--- config.mk ---
export PLATFORM = sky130hd
export DESIGN_NAME = ldbdm_ram
export DESIGN_NICKNAME = d
export VERILOG_FILES = /design/src/rtl/ldbdm_ram.sv
export SDC_FILE = /design/constraint.sdc
export NUM_CORES = 1
export LEC_CHECK = 0
export BUFFER_PORTS_ARGS = -buffer_cell sky130_fd_sc_hd__buf_2
export CELL_PAD_IN_SITES_DETAIL_PLACEMENT = 0
export CELL_PAD_IN_SITES_GLOBAL_PLACEMENT = 1
export CORE_ASPECT_RATIO = 0.75
export CORE_MARGIN = 4
export CORE_UTILIZATION = 45
export DETAILED_ROUTE_END_ITERATION = 8
export PLACE_DENSITY = 0.78
export SYNTH_ARGS = -nofsm -noshare
export SYNTH_HDL_FRONTEND = slang
export SYNTH_SLANG_ARGS = --single-unit
--- constraint.sdc ---
create_clock -name clk -period 3.5 [get_ports clk]
set_clock_uncertainty 0.1 [all_clocks]
set_input_delay 0.7 -clock clk [delete_from_list [all_inputs] [get_ports clk]]
set_output_delay 0.7 -clock clk [all_outputs]
set_load 0.02 [all_outputs]
--- src/rtl/ldbdm_ram.sv ---
// ----------------------------------------------------------------------------
// ldbdm_ram
// Simple dual-port RAM, one write port, one registered read port.
// ----------------------------------------------------------------------------
module ldbdm_ram #(
    parameter int WIDTH = 8,
    parameter int DEPTH = 128
) (
    input  logic                     clk,
    input  logic                     we,
    input  logic [$clog2(DEPTH)-1:0] waddr,
    input  logic [WIDTH-1:0]         wdata,
    input  logic [$clog2(DEPTH)-1:0] raddr,
    output logic [WIDTH-1:0]         rdata
);

    logic [WIDTH-1:0] mem [DEPTH];

    always_ff @(posedge clk)
    begin
        if (we)
        begin
            mem[waddr] <= wdata;
        end
        rdata <= mem[raddr];
    end

endmodule

==> run metrics <==
via density per instance=~6; max_slew headroom=0.373; R2R depth=4; PD cells=554 mW/mm2; pin count of the biggest net entering global routing=89; top-count cell post-synth=edfxtp_1; Synth area leaders=edfxtp_1 78%, mux4_2 19%, nor2_1 1.2%, clkbuf_1 0.42%, dfxtp_1 0.40%; Worst Path Arrival=3380 ps; syn_area_per_cell=24.3 um2; number of buffers added for setup after CTS=0; WL/cell=30.0 um; hold wc startpoint=wdata[6]; number of cell rows=93; worst-case clock buffer depth=3; worst-margin pin slew=between 900 and 1000 ps; most frequent CP cell=mux4_2; IO Pins=32; post-route minimum period=2920 ps; RSZ-0062 raised after global routing=no; Post-synth EDFFs=a little over 1000; sequential area share after synthesis=0.779; antenna violations before repair=10; Hold Path Class=in2reg; FF-to-FF Start=mem[16][2]$_DFFE_PP_; CP peak stage delay=approximately 560 ps; CP Capture Type=flip-flop; FF-to-FF End=rdata[2]$_DFF_P_; area grow syn2layout=15.5%; TritonCTS buffer count=93; worst reg2reg setup slack=970 ps; Max Cap Viol=0; CTS Sinks=1032; status=completed; syn nets=1659; Synth Flop Type=edfxtp_1; Port Buffers=31; Skew-Pair Late Insertion Delay=660 ps; Slowest cell on crit path=mux4_2; Critical Path Fanout Max=22; CTS root buf=clkbuf_16; most instantiated cells after synthesis=1024 x edfxtp_1, 336 x mux4_2, 122 x nor2_1, 44 x clkbuf_1, 18 x buf_1; Hold Vio Cnt, Final=0; Hold Slack=362 ps; GRT overflow=0; peak supply drop=0.000383 V; first-pass GRT wire length=135000 um; Post-Syn Area=0.0397 mm2; Die W=351 um; share of layout cells above drive strength 1=0.362; drt pass-1 iters=5; H-Tree Depth=3; GP Congestion=just over 0.8; placed cells=2915; FF+latch area=0.0309 mm2; routed vias=roughly 19000; yosys warns=0; max frequency=0.342 GHz; 1st-iter DRT viols=2420; DIE AREA=0.0930 mm2; part of the cycle the worst path needs=0.836; Yosys reg bits=1032; hold buffers post-CTS=0; Hold Path Depth=1; non-filler cells, final=3096; area share of the largest cell type after synthesis=0.775; initial core utilization=0.458; Die Y=between 200 and 300 um; worst path bufs/invs=3; crit start category=primary input; crit path kind=in2reg; worst path required time=3960 ps; DRT Wirelength=approximately 93000 um; largest area contributor in the netlist=edfxtp_1; HPWL after detailed placement=roughly 58000 um; Slew Limit Fails=0; synth unique cells=17; count of filler cells inserted in the layout=6473; area of the multi-input gates=0.00835 mm2; # nets final=about 1900; Synth Instances=1635; FFs w/ async S/R, synth=0; Routed Antenna Nets=0; cts repair resizes=0; vias in the first global route=about 19000; global-route usage over all layers=0.202; core area=0.0866 mm2; crit-path cells=buf_8 > buf_12 > buf_4 > mux4_2 > mux4_2 > mux4_2 > mux2_2; setup violators final=0; leakage power=14.4 nW; CTS tree=done; Worst-path clk slew=about 70 ps; DRC Markers=0; Hold EP=mem[84][6]$_DFFE_PP_; critical path's top delay family=multiplexers
routing by layer:
layer,share of wire,routed length (um),track usage,up-vias
met5,0.0013,116,0.00765,-
met4,0.018,1680,0.0401,4
met3,0.14,12900,0.0858,118
met2,0.44,40700,0.282,1095
met1,0.40,37400,0.301,9918
li1,-,-,-,7511
layout make-up:
cell class | count | share of cell area
antenna | 8 | 0.000437
clock buffer | 114 | 0.0530
clock inverter | 59 | 0.0144
multi-input combinational | 514 | 0.182
sequential | 1032 | 0.675
tap | 1140 | 0.0311
timing repair buffer | 229 | 0.0439
registers in the layout (all words and copies together), names as in the netlist:
name,count
mem,1024
rdata,8
worst reg2reg max path, stage by stage, from the launching register on:
cell and delay, ps:
edfxtp_1 380, mux4_2 530, mux4_2 580, mux4_2 540, mux2_2 290
cell families after synthesis:
logic type,Yosys count,synth area share
flip-flops,1032,0.779
buffers and inverters,89,0.0101
multiplexers,344,0.193
AND/OR/NAND/NOR,170,0.0176
how the worst max path moves through the flow:
stage | from | end | cells after the start
after floorplan | raddr[0] | rdata[0]$_DFF_P_ | 6
after global placement | raddr[0] | rdata[3]$_DFF_P_ | 7
after detailed placement | raddr[0] | rdata[1]$_DFF_P_ | 7
after CTS | raddr[0] | rdata[1]$_DFF_P_ | 7
after global routing | raddr[0] | rdata[3]$_DFF_P_ | 7
final | raddr[0] | rdata[3]$_DFF_P_ | 7
power breakdown:
group,switching (W),internal [W],leakage (nW)
Clock,0.00437,0.00598,1.50
Combinational,0.000800,0.000570,3.58
Sequential,0.0000324,0.0136,9.27
per-stage QoR:
stage / utilization / setup slack, ps / cell area (um2) / setup TNS [ps] / power (W)
after floorplan: - / 196 / 39700 / 0 / 0.0146
after detailed placement: 0.493 / -86.5 / 42700 / -222 / 0.0153
final: 0.529 / 575 / 45800 / 0 / 0.0254
after CTS: 0.529 / 623 / 45800 / 0 / 0.0256
after global routing: 0.529 / 551 / 45800 / 0 / 0.0262
after global placement: 0.493 / -93.9 / 42700 / -196 / 0.0153
cell usage in the layout (no fill, tap or decap):
cell type	count
buf_8	2
clkinv_1	21
buf_2	20
nor3_1	9
clkinv_2	14
mux4_2	336
buf_12	26
nand4_1	3
nand2b_1	2
bufinv_16	14
nor2_1	122
nand3_1	12
or3_1	1
buf_4	181
edfxtp_1	1024
nand2_1	14
inv_6	4
dfxtp_1	8
mux2_2	8
nor2b_1	7
clkinvlp_4	3
clkinv_8	1
clkbuf_1	20
clkinv_4	2
clkbuf_16	94
diode_2	8
Note: power is estimated with default switching activity, not from simulation.
